### src/npt_pkg.sv
// Package for the nearest feature point classifier.
// Holds the channel words, register indexes, FSM states and the control structs.
// No dependencies.
package npt_pkg;

    typedef enum logic {
        OP_LOAD  = 1'b0,
        OP_QUERY = 1'b1
    } op_t;

    localparam logic [1:0] REG_POINT_COUNT = 2'd0;
    localparam logic [1:0] REG_WHITE_LEVEL = 2'd1;
    localparam logic [1:0] REG_BLACK_LEVEL = 2'd2;

    localparam logic [8:0]  POINT_COUNT_RESET = 9'd100;
    localparam logic [15:0] WHITE_LEVEL_RESET = 16'hFFFF;
    localparam logic [15:0] BLACK_LEVEL_RESET = 16'h0000;

    localparam int          OUT_DIST_W = 33;
    localparam logic [32:0] OUT_DIST_MAX = 33'h1_FFFF_FFFF;

    typedef struct packed {
        logic        operation;
        logic [7:0]  point_slot;
        logic [15:0] point_x;
        logic [15:0] point_y;
        logic        point_dark;
        logic [11:0] pixel_x;
        logic [11:0] pixel_y;
    } req_t;

    typedef struct packed {
        logic [7:0]  nearest_index;
        logic [32:0] nearest_distance;
        logic        is_dark;
        logic [15:0] level;
    } res_t;

    typedef struct packed {
        logic [1:0]  reg_index;
        logic [15:0] value;
    } cfg_t;

    typedef struct packed {
        logic [15:0] x;
        logic [15:0] y;
        logic        dark;
    } point_t;

    typedef enum logic [3:0] {
        ST_IDLE   = 4'b0001,
        ST_SCAN   = 4'b0010,
        ST_DRAIN  = 4'b0100,
        ST_FINISH = 4'b1000
    } state_t;

    typedef struct packed {
        logic load;
        logic start;
        logic rd_en;
        logic finish;
    } cmd_t;

    typedef struct packed {
        logic scan_empty;
        logic scan_last;
        logic pipe_busy;
        logic out_full;
    } status_t;

endpackage

### src/npt_ctrl.sv
// Sequencing FSM of the nearest feature point classifier.
// Depends on npt_pkg for the state, command and status types.
module npt_ctrl
    import npt_pkg::*;
(
    input  logic    clk,
    input  logic    rst_n,
    input  logic    in_valid,
    input  logic    in_op,
    output logic    in_ready,
    output cmd_t    cmd,
    input  status_t status
);

    state_t state_reg;
    state_t state_next;

    always_comb
    begin
        state_next = state_reg;
        cmd        = '0;
        in_ready   = 1'b0;
        case (state_reg)
            ST_IDLE:
            begin
                in_ready = 1'b1;
                if (in_valid)
                begin
                    if (in_op == OP_QUERY)
                    begin
                        cmd.start  = 1'b1;
                        state_next = status.scan_empty ? ST_FINISH : ST_SCAN;
                    end
                    else
                    begin
                        cmd.load = 1'b1;
                    end
                end
            end
            ST_SCAN:
            begin
                cmd.rd_en = 1'b1;
                if (status.scan_last)
                begin
                    state_next = ST_DRAIN;
                end
            end
            ST_DRAIN:
            begin
                if (!status.pipe_busy)
                begin
                    state_next = ST_FINISH;
                end
            end
            ST_FINISH:
            begin
                if (!status.out_full)
                begin
                    cmd.finish = 1'b1;
                    state_next = ST_IDLE;
                end
            end
            default:
            begin
                state_next = ST_IDLE;
            end
        endcase
    end

    always_ff @(posedge clk or negedge rst_n)
    begin
        if (!rst_n)
        begin
            state_reg <= ST_IDLE;
        end
        else
        begin
            state_reg <= state_next;
        end
    end

endmodule

### config.mk
export PLATFORM = sky130hd
export DESIGN_NAME = npt_ctrl
export DESIGN_NICKNAME = d
export VERILOG_FILES = /design/src/npt_pkg.sv /design/src/npt_ctrl.sv
export SDC_FILE = /design/constraint.sdc
export NUM_CORES = 1
export LEC_CHECK = 0
export BUFFER_PORTS_ARGS = -buffer_cell sky130_fd_sc_hd__buf_2
export CAP_MARGIN = 40
export CORE_AREA = 4 4 41 43
export DETAILED_ROUTE_END_ITERATION = 16
export DIE_AREA = 0 0 45 47
export PLACE_DENSITY = 0.48
export SETUP_SLACK_MARGIN = 0.2
export SYNTH_ARGS = -nofsm -noshare
export SYNTH_HDL_FRONTEND = slang
export SYNTH_SLANG_ARGS = --single-unit
### constraint.sdc
create_clock -name clk -period 1.9 [get_ports clk]
set_clock_uncertainty 0.15 [all_clocks]
set_input_delay 0.19 -clock clk [delete_from_list [all_inputs] [get_ports clk]]
set_output_delay 0.19 -clock clk [all_outputs]
set_load 0.02 [all_outputs]
==> impl_results.md <==
* Worst-path clk slew at 50 ps
* Most frequent cells in the layout: buf_2, buf_4, nor2_1
* I/O pin count at 13
* Tot Pwr at 690 uW
* Sequential area share after synthesis at 33.5%
* Grt total ovfl at 0
* Startpoint types: flip-flop
* Die height at 47 um
* Tcrit/Tclk final at 89.1%
* Clock tree buffer depth at 2
* Fin nets at 67
* Drt pass-1 iters at 4
* PwrDens at 1370 nW/um^2
* Clock Power Share at 18.2%
* Maxcap violations at 0
* Top sig layer: met4
* Status: finished clean
* Die area at 2120 sq um
* Fin Setup TNS at 0 ps
* Post-Syn Area at 303 sq um
* DRC violations left at 0
* Num CTS Buffers at 3
* Relative slew slack at 80.2%
* Hold Crit Endpoint: state_reg[1]$_DFFE_PN0P_
* Die width at 45 um
* Max reg flops at 4
* Final WL at 888 um
* Post-DP HPWL at 593 um
* Sink Count at 4
* Reg2reg start: state_reg[2]$_DFFE_PN0P_
* Met2 routed WL at 421 um
* Worst path max stage delay at 460 ps
* CTS tree: done
* Initial core utilization at 23.3%
* DRT met1 WL at 389 um
* Slowest cell on the critical path: dfrtp_2
* P_leak at 0.221 nW
* Post-Synthesis Net Count at 45
* Worst hold start: status[3]
* HP Class: input port to flip-flop
* Worst vdd ir at 0.424 mV
* Largest net degree at the start of global routing at 11
* Yosys cell types at 20
* Commonest non-fill, non-tap cell in the layout: buf_2
* GPL Wtd Cong at 0.751
* Clock latency on the worst-skew pair at 260 ps
* 1st-iter DRT viols at 8
* Worst r2r dst: state_reg[0]$_DFFE_PN1P_
* Routed Antenna Nets at 0
* Number of synthesized flops with an enable pin at 0
* Finish-stage setup viols at 0
* Synthesized area per cell at 8.18 sq um
* FMAX at 591 MHz
* Final core utilization at 38.7%
* Setup crit end kind: primary output
* Buffers and inverters on the worst path at 1
* Reg power frac at 24.3%
* Routed via count at 376
* Slew @ Worst Pin at 297 ps
* Net Sw Frac at 39.2%
* Cells after synthesis at 37
* FF-to-FF setup slack at 240 ps
* Internal cell power at 420 uW
* CP Class: flip-flop to primary output
* Pins Over Slew Limit at 0
* Antenna diodes at 0
* Via density at 5.15
* First-pass GRT wire length at 1440 um
* Top Family by Delay on Critical Path: simple AND/OR/NAND/NOR gates
* Final hold viol count at 0
* Ys flop type: dfrtp_1
* CP Max Fanout at 6
* CTS root buffer: clkbuf_4
* Unrepaired setup endpoints after global routing: true
* H-tree depth at 1
* GR Util All Layers at 9.67%
* Row cnt at 13
* Yosys warning count at 0
* Layout cells sized above 1 at 51.7%
* Area growth syn-to-layout at 66.1%
* Core area at 1300 sq um
* Final setup slack of the worst path at 207 ps
* Post-synth ARST share at 100%
* Vias in the first global route at 363
* PortBufs at 12
* Cell count of the worst hold path at 3
* Met3 WL at 54 um
* Req. time, crit path at 1560 ps
* Initial antenna violation count at 0
* Setup WS pre-CTS at 271 ps
* P_sw at 270 uW
* Comb power frac at 57.4%
* Min Tclk post-route at 1690 ps
* CP cell instances: nand2b_4 -> nor3_4 -> and3_4 -> buf_6
* Post-synthesis register bit count at 4
* R2R cell count at 5
* WL per Instance at 12.2 um
* Arrival time worst endpoint at 1350 ps
worst reg2reg max path, stage by stage, from the launching register on:
cell and delay (ps):
dfrtp_2 460, nand2b_4 180, buf_6 120, o22ai_2 130, a22o_1 210, mux2_4 310
cells in the mapped netlist, types with 2 or more instances:
library cell	n	share of area, %
and3_1	2	4.1
dfrtp_1	3	25
inv_1	2	2.5
nand2_1	2	2.5
nand2b_1	3	6.2
nand3b_1	2	5.0
nor2_1	5	6.2
nor3_1	3	5.0
o21ai_0	4	6.6
final cells by class:
cell class,count,area [sq um]
Clock buffer,4,26.3
Fill cell,138,798
Inverter,2,7.51
Multi-Input combinational cell,30,224
Sequential cell,4,104
Tap cell,15,18.8
Timing Repair Buffer,18,123
how the worst max path moves through the flow:
stage	slack, ps	startpoint	to	depth (start not counted)
after floorplan	210	state_reg[0]$_DFFE_PN1P_	cmd[2]	3
after global placement	320	state_reg[0]$_DFFE_PN1P_	state_reg[0]$_DFFE_PN1P_	4
after detailed placement	270	state_reg[0]$_DFFE_PN1P_	state_reg[0]$_DFFE_PN1P_	4
after CTS	170	state_reg[0]$_DFFE_PN1P_	cmd[3]	4
after global routing	160	state_reg[0]$_DFFE_PN1P_	cmd[0]	4
final	210	state_reg[2]$_DFFE_PN0P_	cmd[3]	4
power groups by stage:
stage	Sequential [mW]	Combinational, mW	Clock [mW]
2_1_floorplan	0.143	0.196	0
3_3_place_gp	0.169	0.235	0
3_5_place_dp	0.170	0.238	0
4_1_cts	0.166	0.371	0.124
5_1_grt	0.173	0.427	0.131
6_report	0.168	0.396	0.126
timing repair:
item / 4_1_cts / 5_1_grt
pin swaps: 4 / 2
hold buffers: 1 / 0
hold endpoints to repair: 4 / 0
resized for setup: 8 / 6
buffers inserted: 5 / 0
endpoints found under the setup margin: 4 / 6
layer usage:
| layer | vias to the layer above | GRT usage (%) |
|---|---|---|
| li1 | 175 | - |
| met1 | 175 | 10.3 |
| met2 | 20 | 16.4 |
| met3 | 6 | 1.53 |
| met4 | 0 | 8.77 |
| met5 | - | 0 |
cell families after synthesis:
kind of cell,Yosys count,share of synthesized area (%)
xor gates and xnor gates,1,2.89
DFF,4,33.5
AOI/OAI and AO/OA,8,16.5
buffers and inverters,3,4.13
and+or+nand+nor,20,38.0
muxes,1,4.96
per-stage QoR:
step	cell area, sq um	cells	hold WS, ps
global placement	382	63	-152
finish	503	73	86.7
detailed placement	382	63	-155
floorplan	308	37	-256
global route	503	73	111
CTS	482	73	98.4
Note: power is estimated with default switching activity, not from simulation.
